--- src/fmpt_pkg.sv ---
//------------------------------------------------------------------------------
// fmpt_pkg
// Types, codes and fixed widths shared by the frame mailbox modules.
//------------------------------------------------------------------------------
`default_nettype none

package fmpt_pkg;

   localparam int HANDLE_W    = 64;
   localparam int DIM_W       = 14;
   localparam int FPS_W       = 10;
   localparam int CMD_W       = 2;
   localparam int STATUS_W    = 3;
   localparam int TS_W        = 60;
   localparam int DUR_W       = 24;
   localparam int CNT_W       = 32;
   localparam int NUM_CNT     = 6;
   localparam int CSR_INDEX_W = 2;
   localparam int CSR_DATA_W  = 14;
   localparam int QUEUE_DEPTH = 2;
   localparam int QPTR_W      = $clog2(QUEUE_DEPTH);
   localparam int QCNT_W      = $clog2(QUEUE_DEPTH + 1);

   localparam logic [CMD_W-1:0] CMD_SUBMIT  = 2'd0;
   localparam logic [CMD_W-1:0] CMD_REQUEST = 2'd1;
   localparam logic [CMD_W-1:0] CMD_CLEAR   = 2'd2;

   localparam logic [STATUS_W-1:0] STATUS_ACCEPTED   = 3'd0;
   localparam logic [STATUS_W-1:0] STATUS_REJECTED   = 3'd1;
   localparam logic [STATUS_W-1:0] STATUS_DELIVERED  = 3'd2;
   localparam logic [STATUS_W-1:0] STATUS_UNDERRUN   = 3'd3;
   localparam logic [STATUS_W-1:0] STATUS_RESET_DONE = 3'd4;

   localparam logic [CSR_INDEX_W-1:0] REG_WIDTH  = 2'd0;
   localparam logic [CSR_INDEX_W-1:0] REG_HEIGHT = 2'd1;
   localparam logic [CSR_INDEX_W-1:0] REG_FPS    = 2'd2;

   localparam logic [DIM_W-1:0] WIDTH_RESET  = 14'd1920;
   localparam logic [DIM_W-1:0] HEIGHT_RESET = 14'd1080;
   localparam logic [FPS_W-1:0] FPS_RESET    = 10'd30;

   localparam int CNT_SUBMITTED   = 0;
   localparam int CNT_REJECTED    = 1;
   localparam int CNT_OVERWRITTEN = 2;
   localparam int CNT_REPEAT      = 3;
   localparam int CNT_UNDERRUN    = 4;
   localparam int CNT_DELIVERED   = 5;

   typedef enum logic [1:0] {
      OP_SUBMIT_OK,
      OP_SUBMIT_BAD,
      OP_REQUEST,
      OP_CLEAR
   } op_type;

   typedef struct packed {
      op_type              op;
      logic [HANDLE_W-1:0] handle;
   } entry_type;

   typedef struct packed {
      logic [DIM_W-1:0] width;
      logic [DIM_W-1:0] height;
   } frame_cfg_type;

   typedef enum logic [3:0] {
      ST_IDLE,
      ST_MUL_LO,
      ST_MUL_HI,
      ST_MUL_SUM,
      ST_STAMP_START,
      ST_STAMP_WAIT,
      ST_DUR_START,
      ST_DUR_WAIT,
      ST_EMIT
   } back_state_type;

endpackage

`default_nettype wire

--- src/frame_mailbox_paced_timestamps.sv ---
//------------------------------------------------------------------------------
// frame_mailbox_paced_timestamps
// One-slot latest-frame mailbox that stamps each delivered sample with a
// paced presentation time and duration.
//
// Items on the req_ channel submit a frame, request a sample or clear the
// mailbox, the sample index and the counters; an item with the unused
// command code is taken and dropped. Others give one rsp_ item each, in order.
// Registers are written through the csr_ channel, which is always ready; any
// write to a listed register also clears the mailbox and the counters.
// A submit, clear or underrun item goes from the queue head through ST_EMIT.
// A delivering request multiplies the sample index by TICKS_PER_SECOND and
// then divides twice on the shared divider, which retires two quotient bits
// per cycle, over INDEX_BITS + T and T + 1 bit operands, T being the bit
// width of TICKS_PER_SECOND, rounded up to even operand widths.
// A two-entry queue sits behind req_, so the next items are taken while the
// back end works or while a result waits on rsp_ready. When rsp_ready stays
// low the result is held, the back end stops and req_ready drops once the
// queue is full. Reset empties the queue, restores the register defaults
// and clears the mailbox, the sample index and the counters.
//------------------------------------------------------------------------------
`default_nettype none

module frame_mailbox_paced_timestamps #(
   parameter int TICKS_PER_SECOND = 10000000,
   parameter int INDEX_BITS       = 36
) (
   input  logic                                clock,
   input  logic                                reset,
   input  logic                                csr_valid,
   output logic                                csr_ready,
   input  logic [fmpt_pkg::CSR_INDEX_W-1:0]    csr_index,
   input  logic [fmpt_pkg::CSR_DATA_W-1:0]     csr_data,
   input  logic                                req_valid,
   output logic                                req_ready,
   input  logic [fmpt_pkg::CMD_W-1:0]          req_command,
   input  logic [fmpt_pkg::DIM_W-1:0]          req_frame_width,
   input  logic [fmpt_pkg::DIM_W-1:0]          req_frame_height,
   input  logic [fmpt_pkg::HANDLE_W-1:0]       req_frame_handle,
   input  logic                                req_owner_present,
   output logic                                rsp_valid,
   input  logic                                rsp_ready,
   output logic [fmpt_pkg::STATUS_W-1:0]       rsp_status,
   output logic [fmpt_pkg::HANDLE_W-1:0]       rsp_delivered_handle,
   output logic [fmpt_pkg::TS_W-1:0]           rsp_timestamp,
   output logic [fmpt_pkg::DUR_W-1:0]          rsp_duration,
   output logic                                rsp_repeated,
   output logic [fmpt_pkg::CNT_W-1:0]          rsp_submitted_count,
   output logic [fmpt_pkg::CNT_W-1:0]          rsp_rejected_count,
   output logic [fmpt_pkg::CNT_W-1:0]          rsp_overwritten_count,
   output logic [fmpt_pkg::CNT_W-1:0]          rsp_repeat_count,
   output logic [fmpt_pkg::CNT_W-1:0]          rsp_underrun_count,
   output logic [fmpt_pkg::CNT_W-1:0]          rsp_delivered_count
);
   import fmpt_pkg::*;

   frame_cfg_type frame_cfg;
   logic          queue_full;
   logic          push;
   entry_type     push_entry;
   logic          pop;
   logic          head_valid;
   entry_type     head_entry;

   fmpt_front u_front (
      .req_valid         (req_valid),
      .req_ready         (req_ready),
      .req_command       (req_command),
      .req_frame_width   (req_frame_width),
      .req_frame_height  (req_frame_height),
      .req_frame_handle  (req_frame_handle),
      .req_owner_present (req_owner_present),
      .frame_cfg         (frame_cfg),
      .queue_full        (queue_full),
      .push              (push),
      .push_entry        (push_entry)
   );

   fmpt_queue u_queue (
      .clock      (clock),
      .reset      (reset),
      .push       (push),
      .push_entry (push_entry),
      .full       (queue_full),
      .pop        (pop),
      .head_valid (head_valid),
      .head_entry (head_entry)
   );

   fmpt_back #(
      .TICKS_PER_SECOND (TICKS_PER_SECOND),
      .INDEX_BITS       (INDEX_BITS)
   ) u_back (
      .clock                 (clock),
      .reset                 (reset),
      .csr_valid             (csr_valid),
      .csr_ready             (csr_ready),
      .csr_index             (csr_index),
      .csr_data              (csr_data),
      .frame_cfg             (frame_cfg),
      .head_valid            (head_valid),
      .head_entry            (head_entry),
      .pop                   (pop),
      .rsp_valid             (rsp_valid),
      .rsp_ready             (rsp_ready),
      .rsp_status            (rsp_status),
      .rsp_delivered_handle  (rsp_delivered_handle),
      .rsp_timestamp         (rsp_timestamp),
      .rsp_duration          (rsp_duration),
      .rsp_repeated          (rsp_repeated),
      .rsp_submitted_count   (rsp_submitted_count),
      .rsp_rejected_count    (rsp_rejected_count),
      .rsp_overwritten_count (rsp_overwritten_count),
      .rsp_repeat_count      (rsp_repeat_count),
      .rsp_underrun_count    (rsp_underrun_count),
      .rsp_delivered_count   (rsp_delivered_count)
   );

endmodule

`default_nettype wire

--- src/fmpt_front.sv ---
//------------------------------------------------------------------------------
// fmpt_front
// Accepts request-channel items and classifies them into queue operations.
//------------------------------------------------------------------------------
`default_nettype none

module fmpt_front (
   input  logic                            req_valid,
   output logic                            req_ready,
   input  logic [fmpt_pkg::CMD_W-1:0]      req_command,
   input  logic [fmpt_pkg::DIM_W-1:0]      req_frame_width,
   input  logic [fmpt_pkg::DIM_W-1:0]      req_frame_height,
   input  logic [fmpt_pkg::HANDLE_W-1:0]   req_frame_handle,
   input  logic                            req_owner_present,
   input  fmpt_pkg::frame_cfg_type         frame_cfg,
   input  logic                            queue_full,
   output logic                            push,
   output fmpt_pkg::entry_type             push_entry
);
   import fmpt_pkg::*;

   logic frame_ok;
   logic keep;

   always_comb begin
      frame_ok = (req_frame_width == frame_cfg.width) &&
                 (req_frame_height == frame_cfg.height) &&
                 (req_frame_handle != '0) && req_owner_present;
      push_entry.handle = req_frame_handle;
      push_entry.op     = OP_REQUEST;
      keep              = 1'b1;
      case (req_command)
         CMD_SUBMIT: begin
            push_entry.op = frame_ok ? OP_SUBMIT_OK : OP_SUBMIT_BAD;
         end
         CMD_REQUEST: begin
            push_entry.op = OP_REQUEST;
         end
         CMD_CLEAR: begin
            push_entry.op = OP_CLEAR;
         end
         default: begin
            keep = 1'b0;
         end
      endcase
   end

   assign req_ready = !queue_full;
   assign push      = req_valid && !queue_full && keep;

endmodule

`default_nettype wire

--- src/fmpt_queue.sv ---
//------------------------------------------------------------------------------
// fmpt_queue
// Short FIFO of classified operations between the front and the back.
//------------------------------------------------------------------------------
`default_nettype none

module fmpt_queue (
   input  logic                clock,
   input  logic                reset,
   input  logic                push,
   input  fmpt_pkg::entry_type push_entry,
   output logic                full,
   input  logic                pop,
   output logic                head_valid,
   output fmpt_pkg::entry_type head_entry
);
   import fmpt_pkg::*;

   entry_type          entries_ff [QUEUE_DEPTH];
   entry_type          entries_in [QUEUE_DEPTH];
   logic [QPTR_W-1:0]  wr_ptr_ff, wr_ptr_in;
   logic [QPTR_W-1:0]  rd_ptr_ff, rd_ptr_in;
   logic [QCNT_W-1:0]  count_ff, count_in;

   always_comb begin
      entries_in = entries_ff;
      wr_ptr_in  = wr_ptr_ff;
      rd_ptr_in  = rd_ptr_ff;
      if (push) begin
         entries_in[wr_ptr_ff] = push_entry;
         wr_ptr_in             = wr_ptr_ff + QPTR_W'(1);
      end
      if (pop) begin
         rd_ptr_in = rd_ptr_ff + QPTR_W'(1);
      end
      count_in = count_ff + QCNT_W'(push) - QCNT_W'(pop);
   end

   always_ff @(posedge clock) begin
      if (reset) begin
         wr_ptr_ff <= '0;
         rd_ptr_ff <= '0;
         count_ff  <= '0;
      end else begin
         wr_ptr_ff <= wr_ptr_in;
         rd_ptr_ff <= rd_ptr_in;
         count_ff  <= count_in;
      end
   end

   always_ff @(posedge clock) begin
      entries_ff <= entries_in;
   end

   assign full       = (count_ff == QCNT_W'(QUEUE_DEPTH));
   assign head_valid = (count_ff != '0);
   assign head_entry = entries_ff[rd_ptr_ff];

endmodule

`default_nettype wire

--- src/fmpt_divider.sv ---
//------------------------------------------------------------------------------
// fmpt_divider
// Restoring divider by the frame rate, two quotient bits per cycle.
//------------------------------------------------------------------------------
`default_nettype none

module fmpt_divider #(
   parameter  int WORK_W = 60,
   localparam int PAIR_W = $clog2(WORK_W / 2 + 1)
) (
   input  logic                          clock,
   input  logic                          reset,
   input  logic                          start,
   input  logic [WORK_W-1:0]             dividend,
   input  logic [fmpt_pkg::FPS_W-1:0]    divisor,
   input  logic [PAIR_W-1:0]             pairs,
   output logic                          done,
   output logic [WORK_W-1:0]             quotient,
   output logic [fmpt_pkg::FPS_W-1:0]    remainder
);
   import fmpt_pkg::*;

   logic              busy_ff, busy_in;
   logic              done_ff, done_in;
   logic [PAIR_W-1:0] left_ff, left_in;
   logic [WORK_W-1:0] work_ff, work_in;
   logic [FPS_W-1:0]  rem_ff, rem_in;
   logic [FPS_W-1:0]  dsr_ff, dsr_in;
   logic [FPS_W:0]    trial_a, trial_b;
   logic [FPS_W-1:0]  rem_a, rem_b;
   logic              bit_a, bit_b;

   always_comb begin
      trial_a = {rem_ff, work_ff[WORK_W-1]};
      bit_a   = (trial_a >= {1'b0, dsr_ff});
      rem_a   = bit_a ? FPS_W'(trial_a - {1'b0, dsr_ff}) : trial_a[FPS_W-1:0];
      trial_b = {rem_a, work_ff[WORK_W-2]};
      bit_b   = (trial_b >= {1'b0, dsr_ff});
      rem_b   = bit_b ? FPS_W'(trial_b - {1'b0, dsr_ff}) : trial_b[FPS_W-1:0];

      busy_in = busy_ff;
      done_in = 1'b0;
      left_in = left_ff;
      work_in = work_ff;
      rem_in  = rem_ff;
      dsr_in  = dsr_ff;
      if (start) begin
         busy_in = 1'b1;
         left_in = pairs;
         work_in = dividend;
         rem_in  = '0;
         dsr_in  = divisor;
      end else if (busy_ff) begin
         work_in = {work_ff[WORK_W-3:0], bit_a, bit_b};
         rem_in  = rem_b;
         left_in = left_ff - PAIR_W'(1);
         if (left_ff == PAIR_W'(1)) begin
            busy_in = 1'b0;
            done_in = 1'b1;
         end
      end
   end

   always_ff @(posedge clock) begin
      if (reset) begin
         busy_ff <= 1'b0;
         done_ff <= 1'b0;
      end else begin
         busy_ff <= busy_in;
         done_ff <= done_in;
      end
   end

   always_ff @(posedge clock) begin
      left_ff <= left_in;
      work_ff <= work_in;
      rem_ff  <= rem_in;
      dsr_ff  <= dsr_in;
   end

   assign done      = done_ff;
   assign quotient  = work_ff;
   assign remainder = rem_ff;

endmodule

`default_nettype wire

--- src/fmpt_back.sv ---
//------------------------------------------------------------------------------
// fmpt_back
// Mailbox state, counters, timestamp sequencer and the result register.
//------------------------------------------------------------------------------
`default_nettype none

module fmpt_back #(
   parameter int TICKS_PER_SECOND = 10000000,
   parameter int INDEX_BITS       = 36
) (
   input  logic                                clock,
   input  logic                                reset,
   input  logic                                csr_valid,
   output logic                                csr_ready,
   input  logic [fmpt_pkg::CSR_INDEX_W-1:0]    csr_index,
   input  logic [fmpt_pkg::CSR_DATA_W-1:0]     csr_data,
   output fmpt_pkg::frame_cfg_type             frame_cfg,
   input  logic                                head_valid,
   input  fmpt_pkg::entry_type                 head_entry,
   output logic                                pop,
   output logic                                rsp_valid,
   input  logic                                rsp_ready,
   output logic [fmpt_pkg::STATUS_W-1:0]       rsp_status,
   output logic [fmpt_pkg::HANDLE_W-1:0]       rsp_delivered_handle,
   output logic [fmpt_pkg::TS_W-1:0]           rsp_timestamp,
   output logic [fmpt_pkg::DUR_W-1:0]          rsp_duration,
   output logic                                rsp_repeated,
   output logic [fmpt_pkg::CNT_W-1:0]          rsp_submitted_count,
   output logic [fmpt_pkg::CNT_W-1:0]          rsp_rejected_count,
   output logic [fmpt_pkg::CNT_W-1:0]          rsp_overwritten_count,
   output logic [fmpt_pkg::CNT_W-1:0]          rsp_repeat_count,
   output logic [fmpt_pkg::CNT_W-1:0]          rsp_underrun_count,
   output logic [fmpt_pkg::CNT_W-1:0]          rsp_delivered_count
);
   import fmpt_pkg::*;

   localparam int TW         = $clog2(TICKS_PER_SECOND + 1);
   localparam int HALF_W     = (INDEX_BITS + 1) / 2;
   localparam int PROD_W     = HALF_W + TW;
   localparam int FULL_W     = INDEX_BITS + TW;
   localparam int WORK_W     = FULL_W + FULL_W % 2;
   localparam int DUR_DIV_W  = TW + 1;
   localparam int DUR_WORK_W = DUR_DIV_W + DUR_DIV_W % 2;
   localparam int PAIR_W     = $clog2(WORK_W / 2 + 1);
   localparam logic [TW-1:0]         TICKS     = TW'(TICKS_PER_SECOND);
   localparam logic [INDEX_BITS-1:0] INDEX_MAX = '1;

   back_state_type            state_ff, state_in;
   logic [DIM_W-1:0]          width_ff, width_in;
   logic [DIM_W-1:0]          height_ff, height_in;
   logic [FPS_W-1:0]          fps_ff, fps_in;
   logic                      pending_valid_ff, pending_valid_in;
   logic [HANDLE_W-1:0]       pending_frame_ff, pending_frame_in;
   logic                      last_valid_ff, last_valid_in;
   logic [HANDLE_W-1:0]       last_frame_ff, last_frame_in;
   logic [INDEX_BITS-1:0]     sample_ff, sample_in;
   logic [CNT_W-1:0]          counters_ff [NUM_CNT];
   logic [CNT_W-1:0]          counters_in [NUM_CNT];
   logic [INDEX_BITS-1:0]     idx_ff, idx_in;
   logic [PROD_W-1:0]         pp_ff, pp_in;
   logic [WORK_W-1:0]         acc_ff, acc_in;
   logic [STATUS_W-1:0]       res_status_ff, res_status_in;
   logic [HANDLE_W-1:0]       res_handle_ff, res_handle_in;
   logic [TS_W-1:0]           res_ts_ff, res_ts_in;
   logic [DUR_W-1:0]          res_dur_ff, res_dur_in;
   logic                      res_rep_ff, res_rep_in;
   logic                      rsp_valid_ff, rsp_valid_in;
   logic [STATUS_W-1:0]       rsp_status_ff, rsp_status_in;
   logic [HANDLE_W-1:0]       rsp_handle_ff, rsp_handle_in;
   logic [TS_W-1:0]           rsp_ts_ff, rsp_ts_in;
   logic [DUR_W-1:0]          rsp_dur_ff, rsp_dur_in;
   logic                      rsp_rep_ff, rsp_rep_in;
   logic [CNT_W-1:0]          rsp_counts_ff [NUM_CNT];
   logic [CNT_W-1:0]          rsp_counts_in [NUM_CNT];

   logic [NUM_CNT-1:0]        bump;
   logic                      clear_all;
   logic                      div_start;
   logic [WORK_W-1:0]         div_dividend;
   logic [FPS_W-1:0]          div_divisor;
   logic [PAIR_W-1:0]         div_pairs;
   logic                      div_done;
   logic [WORK_W-1:0]         div_quot;
   logic [FPS_W-1:0]          div_rem;
   logic [DUR_DIV_W-1:0]      dur_sum;
   logic [TS_W+WORK_W-1:0]    ts_wide;
   logic [DUR_W+WORK_W-1:0]   dur_wide;

   assign div_divisor = (fps_ff == '0) ? FPS_W'(1) : fps_ff;
   assign dur_sum     = DUR_DIV_W'(div_rem) + DUR_DIV_W'(TICKS);
   assign ts_wide     = (TS_W + WORK_W)'(div_quot);
   assign dur_wide    = (DUR_W + WORK_W)'(div_quot);

   fmpt_divider #(
      .WORK_W (WORK_W)
   ) u_divider (
      .clock     (clock),
      .reset     (reset),
      .start     (div_start),
      .dividend  (div_dividend),
      .divisor   (div_divisor),
      .pairs     (div_pairs),
      .done      (div_done),
      .quotient  (div_quot),
      .remainder (div_rem)
   );

   always_comb begin
      state_in         = state_ff;
      width_in         = width_ff;
      height_in        = height_ff;
      fps_in           = fps_ff;
      pending_valid_in = pending_valid_ff;
      pending_frame_in = pending_frame_ff;
      last_valid_in    = last_valid_ff;
      last_frame_in    = last_frame_ff;
      sample_in        = sample_ff;
      idx_in           = idx_ff;
      pp_in            = pp_ff;
      acc_in           = acc_ff;
      res_status_in    = res_status_ff;
      res_handle_in    = res_handle_ff;
      res_ts_in        = res_ts_ff;
      res_dur_in       = res_dur_ff;
      res_rep_in       = res_rep_ff;
      rsp_valid_in     = rsp_valid_ff;
      rsp_status_in    = rsp_status_ff;
      rsp_handle_in    = rsp_handle_ff;
      rsp_ts_in        = rsp_ts_ff;
      rsp_dur_in       = rsp_dur_ff;
      rsp_rep_in       = rsp_rep_ff;
      rsp_counts_in    = rsp_counts_ff;
      pop              = 1'b0;
      bump             = '0;
      clear_all        = 1'b0;
      div_start        = 1'b0;
      div_dividend     = acc_ff;
      div_pairs        = PAIR_W'(WORK_W / 2);

      if (csr_valid) begin
         case (csr_index)
            REG_WIDTH: begin
               width_in  = csr_data[DIM_W-1:0];
               clear_all = 1'b1;
            end
            REG_HEIGHT: begin
               height_in = csr_data[DIM_W-1:0];
               clear_all = 1'b1;
            end
            REG_FPS: begin
               fps_in    = csr_data[FPS_W-1:0];
               clear_all = 1'b1;
            end
            default: begin
               clear_all = 1'b0;
            end
         endcase
      end

      if (rsp_valid_ff && rsp_ready) begin
         rsp_valid_in = 1'b0;
      end

      case (state_ff)
         ST_IDLE: begin
            if (head_valid) begin
               pop           = 1'b1;
               res_handle_in = '0;
               res_ts_in     = '0;
               res_dur_in    = '0;
               res_rep_in    = 1'b0;
               state_in      = ST_EMIT;
               case (head_entry.op)
                  OP_SUBMIT_OK: begin
                     res_status_in         = STATUS_ACCEPTED;
                     bump[CNT_SUBMITTED]   = 1'b1;
                     bump[CNT_OVERWRITTEN] = pending_valid_ff;
                     pending_valid_in      = 1'b1;
                     pending_frame_in      = head_entry.handle;
                  end
                  OP_SUBMIT_BAD: begin
                     res_status_in      = STATUS_REJECTED;
                     bump[CNT_REJECTED] = 1'b1;
                  end
                  OP_REQUEST: begin
                     if (pending_valid_ff || last_valid_ff) begin
                        res_status_in       = STATUS_DELIVERED;
                        res_rep_in          = !pending_valid_ff;
                        res_handle_in       = pending_valid_ff ? pending_frame_ff
                                                               : last_frame_ff;
                        last_valid_in       = 1'b1;
                        last_frame_in       = res_handle_in;
                        pending_valid_in    = 1'b0;
                        bump[CNT_REPEAT]    = !pending_valid_ff;
                        bump[CNT_DELIVERED] = 1'b1;
                        idx_in              = sample_ff;
                        if (sample_ff != INDEX_MAX) begin
                           sample_in = sample_ff + INDEX_BITS'(1);
                        end
                        state_in = ST_MUL_LO;
                     end else begin
                        res_status_in      = STATUS_UNDERRUN;
                        bump[CNT_UNDERRUN] = 1'b1;
                     end
                  end
                  OP_CLEAR: begin
                     res_status_in = STATUS_RESET_DONE;
                     clear_all     = 1'b1;
                  end
                  default: begin
                     res_status_in = STATUS_REJECTED;
                  end
               endcase
            end
         end
         ST_MUL_LO: begin
            pp_in    = PROD_W'(idx_ff[HALF_W-1:0]) * PROD_W'(TICKS);
            state_in = ST_MUL_HI;
         end
         ST_MUL_HI: begin
            acc_in   = WORK_W'(pp_ff);
            pp_in    = PROD_W'(idx_ff[INDEX_BITS-1:HALF_W]) * PROD_W'(TICKS);
            state_in = ST_MUL_SUM;
         end
         ST_MUL_SUM: begin
            acc_in   = acc_ff + (WORK_W'(pp_ff) << HALF_W);
            state_in = ST_STAMP_START;
         end
         ST_STAMP_START: begin
            div_start = 1'b1;
            state_in  = ST_STAMP_WAIT;
         end
         ST_STAMP_WAIT: begin
            if (div_done) begin
               res_ts_in = ts_wide[TS_W-1:0];
               acc_in    = WORK_W'(dur_sum) << (WORK_W - DUR_WORK_W);
               state_in  = ST_DUR_START;
            end
         end
         ST_DUR_START: begin
            div_start = 1'b1;
            div_pairs = PAIR_W'(DUR_WORK_W / 2);
            state_in  = ST_DUR_WAIT;
         end
         ST_DUR_WAIT: begin
            if (div_done) begin
               res_dur_in = dur_wide[DUR_W-1:0];
               state_in   = ST_EMIT;
            end
         end
         ST_EMIT: begin
            if (!rsp_valid_ff || rsp_ready) begin
               rsp_valid_in  = 1'b1;
               rsp_status_in = res_status_ff;
               rsp_handle_in = res_handle_ff;
               rsp_ts_in     = res_ts_ff;
               rsp_dur_in    = res_dur_ff;
               rsp_rep_in    = res_rep_ff;
               rsp_counts_in = counters_ff;
               state_in      = ST_IDLE;
            end
         end
         default: begin
            state_in = ST_IDLE;
         end
      endcase

      for (int i = 0; i < NUM_CNT; i++) begin
         counters_in[i] = counters_ff[i];
         if (clear_all) begin
            counters_in[i] = '0;
         end else if (bump[i] && (counters_ff[i] != '1)) begin
            counters_in[i] = counters_ff[i] + CNT_W'(1);
         end
      end

      if (clear_all) begin
         pending_valid_in = 1'b0;
         last_valid_in    = 1'b0;
         sample_in        = '0;
      end
   end

   always_ff @(posedge clock) begin
      if (reset) begin
         state_ff         <= ST_IDLE;
         width_ff         <= WIDTH_RESET;
         height_ff        <= HEIGHT_RESET;
         fps_ff           <= FPS_RESET;
         pending_valid_ff <= 1'b0;
         last_valid_ff    <= 1'b0;
         sample_ff        <= '0;
         rsp_valid_ff     <= 1'b0;
         for (int i = 0; i < NUM_CNT; i++) begin
            counters_ff[i] <= '0;
         end
      end else begin
         state_ff         <= state_in;
         width_ff         <= width_in;
         height_ff        <= height_in;
         fps_ff           <= fps_in;
         pending_valid_ff <= pending_valid_in;
         last_valid_ff    <= last_valid_in;
         sample_ff        <= sample_in;
         rsp_valid_ff     <= rsp_valid_in;
         counters_ff      <= counters_in;
      end
   end

   always_ff @(posedge clock) begin
      pending_frame_ff <= pending_frame_in;
      last_frame_ff    <= last_frame_in;
      idx_ff           <= idx_in;
      pp_ff            <= pp_in;
      acc_ff           <= acc_in;
      res_status_ff    <= res_status_in;
      res_handle_ff    <= res_handle_in;
      res_ts_ff        <= res_ts_in;
      res_dur_ff       <= res_dur_in;
      res_rep_ff       <= res_rep_in;
      rsp_status_ff    <= rsp_status_in;
      rsp_handle_ff    <= rsp_handle_in;
      rsp_ts_ff        <= rsp_ts_in;
      rsp_dur_ff       <= rsp_dur_in;
      rsp_rep_ff       <= rsp_rep_in;
      rsp_counts_ff    <= rsp_counts_in;
   end

   assign csr_ready        = 1'b1;
   assign frame_cfg.width  = width_ff;
   assign frame_cfg.height = height_ff;

   assign rsp_valid             = rsp_valid_ff;
   assign rsp_status            = rsp_status_ff;
   assign rsp_delivered_handle  = rsp_handle_ff;
   assign rsp_timestamp         = rsp_ts_ff;
   assign rsp_duration          = rsp_dur_ff;
   assign rsp_repeated          = rsp_rep_ff;
   assign rsp_submitted_count   = rsp_counts_ff[CNT_SUBMITTED];
   assign rsp_rejected_count    = rsp_counts_ff[CNT_REJECTED];
   assign rsp_overwritten_count = rsp_counts_ff[CNT_OVERWRITTEN];
   assign rsp_repeat_count      = rsp_counts_ff[CNT_REPEAT];
   assign rsp_underrun_count    = rsp_counts_ff[CNT_UNDERRUN];
   assign rsp_delivered_count   = rsp_counts_ff[CNT_DELIVERED];

endmodule

`default_nettype wire

--- config.mk ---
export PLATFORM = sky130hd
export DESIGN_NAME = frame_mailbox_paced_timestamps
export DESIGN_NICKNAME = d
export VERILOG_FILES = /design/src/fmpt_pkg.sv /design/src/frame_mailbox_paced_timestamps.sv /design/src/fmpt_front.sv /design/src/fmpt_queue.sv /design/src/fmpt_divider.sv /design/src/fmpt_back.sv
export SDC_FILE = /design/constraint.sdc
export NUM_CORES = 2
export LEC_CHECK = 0
export BUFFER_PORTS_ARGS = -buffer_cell sky130_fd_sc_hd__buf_2
export CAP_MARGIN = 10
export CELL_PAD_IN_SITES_DETAIL_PLACEMENT = 1
export CELL_PAD_IN_SITES_GLOBAL_PLACEMENT = 1
export CORE_ASPECT_RATIO = 0.9
export CORE_MARGIN = 4
export CORE_UTILIZATION = 51
export CTS_BUF_LIST = sky130_fd_sc_hd__clkbuf_8
export CTS_CLUSTER_DIAMETER = 80
export DETAILED_ROUTE_END_ITERATION = 12
export PLACE_DENSITY_LB_ADDON = 0.1
export REMOVE_ABC_BUFFERS = 1
export SKIP_CTS_REPAIR_TIMING = 1
export SLEW_MARGIN = 20
export SYNTH_ARGS = -nofsm -noshare
export SYNTH_HDL_FRONTEND = slang
export SYNTH_HIERARCHICAL = 1
export SYNTH_SLANG_ARGS = --single-unit
--- constraint.sdc ---
create_clock -name clock -period 14.5 [get_ports clock]
set_input_delay 2.175 -clock clock [delete_from_list [all_inputs] [get_ports clock]]
set_output_delay 2.175 -clock clock [all_outputs]
set_load 0.02 [all_outputs]
### Word-level counts from Yosys, hierarchy flattened

Index checks and enable logic that the tools add are counted.
W data, S select, Z words.

| word-level totals | value |
|---|---|
| bits in registers | 1258 |
| latch bits | 0 |
| RAM bits | 0 |
| bits in read-only memories | 0 |
| input port bits | 116 |
| output and inout port bits | 347 |
| memories | 0 |

| cells by class | value |
|---|---|
| $add $sub $neg | 16 |
| multiply operators | 2 |
| divide/modulo/power cells | 0 |
| order comparisons | 5 |
| equality and inequality tests | 31 |
| shift operators | 0 |
| multiplexer cells | 61 |
| bitwise logic cells | 3 |
| reductions and logical operators | 50 |

Operators with widths:

| kind | count |
|---|---|
| $mux W60 | 5 |
| $mux W66 | 4 |
| $add A32 B1 Y32 const B | 6 |
| $ne A32 B32 Y1 const B | 6 |
| $pmux W60 S3 | 1 |
| $bwmux W132 | 1 |
| $pmux W60 S2 | 1 |
| $pmux W42 S2 | 1 |
| $mul A18 B17 Y35 const B | 2 |
| $demux W66 S1 | 1 |
| $mux W64 | 1 |
| $reduce_bool A64 Y1 | 1 |
| $add A60 B60 Y60 | 1 |
| $mux W24 | 2 |
| $pmux W24 S2 | 1 |
| $add A36 B1 Y36 const B | 1 |
| $ne A36 B36 Y1 const B | 1 |
| $pmux W4 S9 | 1 |
| $eq A14 B14 Y1 | 2 |
| $add A10 B24 Y25 const B | 1 |
| $mux W1 | 25 |
| $mux W4 | 6 |
| $ge A11 B10 Y1 | 2 |
| $mux W10 | 2 |
| 38 further kinds | 93 |

### Logic depth before layout (Yosys ltp)

| depth | value |
|---|---|
| depth in word-level cells | 9 |
| depth in mapped cells | 20 |
| mapped depth without buffers | 19 |

### Modules after synthesis

Netlist, hierarchy kept.

Modules (own cells, without submodules):

| module | times used | cells an instance | area each (um^2) | sequential area each (um^2) |
|---|---|---|---|---|
| fmpt_back | 1 | 4156 | 50280.7 | 27926.8 |
| fmpt_queue | 1 | 224 | 5071.1 | 4043.9 |
| fmpt_divider | 1 | 380 | 4823.4 | 2492.4 |
| fmpt_front | 1 | 128 | 953.4 | 0.0 |

### Worst setup path before layout

No wires, ideal clock.

| path | value |
|---|---|
| path kind | input port to flip-flop |
| start point | input port rsp_ready |
| end point | register u_back.rsp_counts_ff, in the netlist u_back/rsp_delivered_count[0], enable pin |
| data arrival time | 10.133 ns |
| data required time | 13.747 ns |
| path slack | 3.614 ns |
| cell stages on the path | 2 |
| path buffers | 0 |
| path through | nand2b_1 -> and3_1 |

| between the ends | value |
|---|---|
| cells in the longest elaborated chain, start to end | 2 |

RTL lines:

| what | line | text |
|---|---|---|
| from (decl) | frame_mailbox_paced_timestamps.sv:42 | `input logic rsp_ready,` |
| $logic_or A1 B1 Y1 | fmpt_back.sv:252 | `if (!rsp_valid_ff \|\| rsp_ready) begin` |
| $reduce_and A2 Y1 (no source line) | n/a |  |
| to (signal assigned) | fmpt_back.sv:326 | `rsp_counts_ff <= rsp_counts_in;` |
| to (decl) | fmpt_back.sv:73 | `logic [CNT_W-1:0] rsp_counts_ff [NUM_CNT];` |

No other way between the ends.
A chain may end at the register's enable or synchronous reset.

### Final worst setup path

| path | value |
|---|---|
| start point | register u_back.idx_ff[23] |
| end point | register u_back.pp_ff[37], data pin |

| between the ends | value |
|---|---|
| cells in the longest elaborated chain, start to end | 2 |

RTL lines:

| what | line | text |
|---|---|---|
| from (decl) | fmpt_back.sv:59 | `logic [INDEX_BITS-1:0] idx_ff, idx_in;` |
| from (signal assigned) | fmpt_back.sv:313 | `idx_ff <= idx_in;` |
| $mul A18 B17 Y35 | fmpt_back.sv:222 | `pp_in = PROD_W'(idx_ff[INDEX_BITS-1:HALF_W]) * PROD_W'(TICKS);` |
| $pmux W42 S2 | fmpt_back.sv:164 | `case (state_ff)` |
| net u_back.pp_in[37] | fmpt_back.sv:60 | `logic [PROD_W-1:0] pp_ff, pp_in;` |
| to (signal assigned) | fmpt_back.sv:314 | `pp_ff <= pp_in;` |
| to (decl) | fmpt_back.sv:60 |  |

The timed path passes the listed nets, and every way through them passes these cells. The select of a mux whose other input is x is not followed.

==> impl_summary.txt <==
----------------------------------------------------
[Status]
  Outcome ... finished, final reports clean

[Place]
  Placed insts ... 6767
  Final HPWL DP ... 117000 microns
  Worst slack, placed ... 8.31 ns
  Buffers added on ports ... 461
  Routability congestion estimate from global placement ... 0.905

[Clocking]
  Cts bufs inserted ... 196
  CTS clk-pin slew, worst paths ... 0.06 ns
  Number of H-tree levels ... 4
  Deepest clock path buffer count ... 3
  Clock latency on the worst-skew pair ... 0.89 ns
  Clock tree from TritonCTS ... done
  CTS Root Cell ... sky130_fd_sc_hd__clkbuf_8
  Clock Sink Count ... 1244

[Detailed routing]
  Detailed Route Iter0 Violations ... 2538
  Post-detailed-route wirelength per cell ... 22.3 microns
  Number of nets still failing antenna checks after routing ... 0
  Per-cell via count in the routed design ... 5.46
  Total length of routed wires ... 160000 microns
  Number of remaining DRC errors ... 0
  1st-pass router iterations ... 7
  Number of vias in the routed layout ... 39100

[Critical path]
  Worst Setup End Kind ... flip-flop
  Worst Path Required ... 15.10 ns
  Arrival time at the worst endpoint ... 6.85 ns
  Critical path class ... flip-flop to flip-flop
  Nature of the critical path startpoint ... flip-flop
  Critical path peak fanout ... 7

[Synth]
  Most instantiated library cell after synthesis ... sky130_fd_sc_hd__edfxtp_1
  Number of synthesized flops with an enable pin ... 955
  Synth Register Bits ... 1244
  Synth Instances ... 4888
  Average instance area after synthesis ... 12.5 sq um
  Post-synthesis cell type count ... 109
  Ys flop type ... sky130_fd_sc_hd__edfxtp_1
  Fraction of synthesized cell area taken by the top area cell type ... 46.9%
  Largest cells by area after synthesis ... sky130_fd_sc_hd__edfxtp_1 47%, sky130_fd_sc_hd__dfxtp_1 9.5%, sky130_fd_sc_hd__ha_1 8.0%
  YS warnings ... 6
  Commonest cells in the synthesized netlist ... 955 x sky130_fd_sc_hd__edfxtp_1, 469 x sky130_fd_sc_hd__inv_1, 393 x sky130_fd_sc_hd__ha_1
  Async set-reset flop share out of synthesis ... 0%
  Part of the Yosys area used for sequential elements ... 56.4%
  Synth Cell Area ... 61100 sq um
  Area leader, netlist ... sky130_fd_sc_hd__edfxtp_1

[Floorplan]
  Total core area ... 119000 sq um
  # rows ... 120
  Initial core utilization ... 51.3%
  Die outline height ... 336 microns
  Number of primary I/O pins ... 463
  Area enclosed by the die boundary ... 125000 sq um
  Die width ... 373 microns

[Power and ir drop]
  Pwr per Cell Area ... 140 nW/um^2
  Worst VDD drop ... 0.111 mV
  Lkg Pwr ... 27.2 nW

[Global routing]
  Gr ovfl total ... 0
  Via count of the first global-routing pass ... 41000
  First-pass GRT wire length ... 243000 microns
  Initial antenna violation count ... 36
  Overall Global Routing Usage ... 25.1%
  Pin count of the biggest net entering global routing ... 147

[STA]
  RSZ-0062 raised after global routing ... false
  Peak Freq ... 160 MHz
  Slew at the pin with the worst max-slew slack ... 1.12 ns
  Fin worst setup slack ... 8.24 ns
  Final clock skew ... 0.0600 ns
  Min Clock Period, post-route ... 6.26 ns
  Final total negative setup slack ... 0 ns
  Fin. max-slew vios ... 0
  Count of endpoints failing hold in the final timing report ... 0
  Ratio of final minimum period to clock period ... 43.2%
  Final setup violating endpoints ... 0
  Remaining max-slew budget at the tightest pin ... 25.4%

[Hold path]
  Worst min-delay path category ... flip-flop to flip-flop

[Job]
  Count of max-cap constraint violations ... 0

[Final layout]
  Ratio of cells with drive above 1 in the final layout ... 18.5%
  Nets@finish ... 6052
  Area Overhead vs Synth ... 12.3%
  Cell Count, Final, Fillers Out ... 7158

----------------------------------------------------
==> area by class of cell <==
class | instances | area (sq um)
Antenna cell | 23 | 57.6
Clock buffer | 219 | 3010
Clock inverter | 148 | 812
Fill cell | 12200 | 50400
Inverter | 469 | 1760
Multi-Input combinational cell | 2980 | 24000
Sequential cell | 1244 | 34500
Tap cell | 1586 | 1980
Timing Repair Buffer | 489 | 2550
==> power breakdown <==
part / leakage [nW] / total [mW] / switching, mW / internal (mW)
combinational: 13.7 / 1.98 / 1.37 / 0.606
sequential: 11.3 / 4.77 / 0.213 / 4.56
clock: 2.25 / 2.87 / 1.40 / 1.47
==> cell usage in the layout, fill, tap and decap left out, drive strengths merged, types with 11 or more instances in the layout <==
cell / Yosys / final
nor3: 60 / 60
fa: 163 / 163
clkinv: 0 / 59
and2: 110 / 110
mux2: 198 / 198
xor2: 142 / 142
and3: 63 / 63
dfxtp: 289 / 289
inv: 469 / 552
nor2b: 90 / 90
a211oi: 23 / 23
diode: 0 / 23
buf: 81 / 489
and4: 30 / 30
xnor2: 156 / 156
mux2i: 16 / 16
edfxtp: 955 / 955
o21ai: 150 / 150
nor2: 309 / 309
or3: 54 / 54
clkbuf: 122 / 219
a21oi: 180 / 180
nor4: 41 / 41
o211ai: 14 / 14
nand3b: 18 / 18
o21a: 21 / 21
a21o: 60 / 60
nand3: 106 / 106
o31ai: 13 / 13
nand2: 303 / 303
ha: 393 / 393
nor3b: 11 / 11
nand4: 86 / 86
a31oi: 21 / 21
==> sequential cells by signal, summed over array words and instances, names as in the netlist, 35 cells and up <==
register                     cells
u_back/counters_ff             192
u_back/sample_ff                36
u_back/pending_frame_ff         64
u_back/last_frame_ff            64
u_back/pp_ff                    35
u_back/u_divider/quotient       60
u_back/acc_ff                   53
u_queue/entries_ff             132
u_back/res_handle_ff            64
u_back/idx_ff                   36
u_back/rsp_delivered_handle     64
u_back/res_ts_ff                60
u_back/rsp_timestamp            60
==> metrics by stage <==
| stage | hold slack [ns] | power [mW] | util [%] | area (sq um) |
|---|---|---|---|---|
| floorplan | 0.400 | 6.17 | - | 60100 |
| global placement | 0.400 | 6.77 | 54.4 | 64700 |
| detailed placement | 0.405 | 6.84 | 54.4 | 64700 |
| CTS | 0.389 | 9.73 | 57.6 | 68600 |
| global route | 0.393 | 10.1 | 57.6 | 68600 |
| finish | 0.397 | 9.62 | 57.7 | 68700 |
==> kinds of logic after synthesis <==
kind of cell | after synthesis | synth area share [%]
adders and majority gates | 556 | 13.4
xor gates and xnor gates | 299 | 4.31
buffers and inverters | 672 | 4.60
AOI/OAI and AO/OA | 571 | 5.98
DFF | 1244 | 56.4
and+or+nand+nor | 1330 | 11.2
other | 2 | 0.0123
muxes | 214 | 4.10
==> final timing paths <==
| kind | from | endpoint | slack [ns] | depth (start not counted) |
|---|---|---|---|---|
| setup / recovery | u_back/idx_ff[23]$_DFFE_PP_ | u_back/pp_ff[37]$_DFFE_PP_ | 8.24 | 19 |
| hold / removal | u_back/res_handle_ff[34]$_SDFFCE_PN0P_ | u_back/rsp_delivered_handle[34]$_DFFE_PP_ | 0.40 | 0 |
| setup reg to reg | u_back/idx_ff[23]$_DFFE_PP_ | u_back/pp_ff[37]$_DFFE_PP_ | 8.24 | 19 |
| hold reg to reg | u_back/res_handle_ff[34]$_SDFFCE_PN0P_ | u_back/rsp_delivered_handle[34]$_DFFE_PP_ | 0.40 | 0 |
==> worst max-delay path: stages, from the launching register on <==
cell and delay [ns]:
sky130_fd_sc_hd__edfxtp_1 0.53, sky130_fd_sc_hd__ha_1 0.36, sky130_fd_sc_hd__ha_1 0.28, sky130_fd_sc_hd__inv_1 0.06, sky130_fd_sc_hd__fa_1 0.58, sky130_fd_sc_hd__inv_1 0.07, sky130_fd_sc_hd__fa_1 0.50, sky130_fd_sc_hd__fa_1 0.54
sky130_fd_sc_hd__inv_1 0.05, sky130_fd_sc_hd__fa_1 0.53, sky130_fd_sc_hd__inv_1 0.04, sky130_fd_sc_hd__ha_1 0.39, sky130_fd_sc_hd__a21o_1 0.21, sky130_fd_sc_hd__a21o_1 0.18, sky130_fd_sc_hd__a21o_1 0.20, sky130_fd_sc_hd__a2111oi_0 0.73
sky130_fd_sc_hd__a21oi_1 0.21, sky130_fd_sc_hd__nor2_1 0.23, sky130_fd_sc_hd__xor2_1 0.18, sky130_fd_sc_hd__mux2i_1 0.10
==> per-layer routing <==
| layer | part of all wire, % | GRT usage, % |
|---|---|---|
| met1 | 44 | 34.3 |
| met2 | 46 | 39.6 |
| met3 | 6.7 | 5.80 |
| met4 | 3.3 | 9.17 |
| met5 | 0.041 | 0 |
Note: power is estimated with default switching activity, not from simulation.
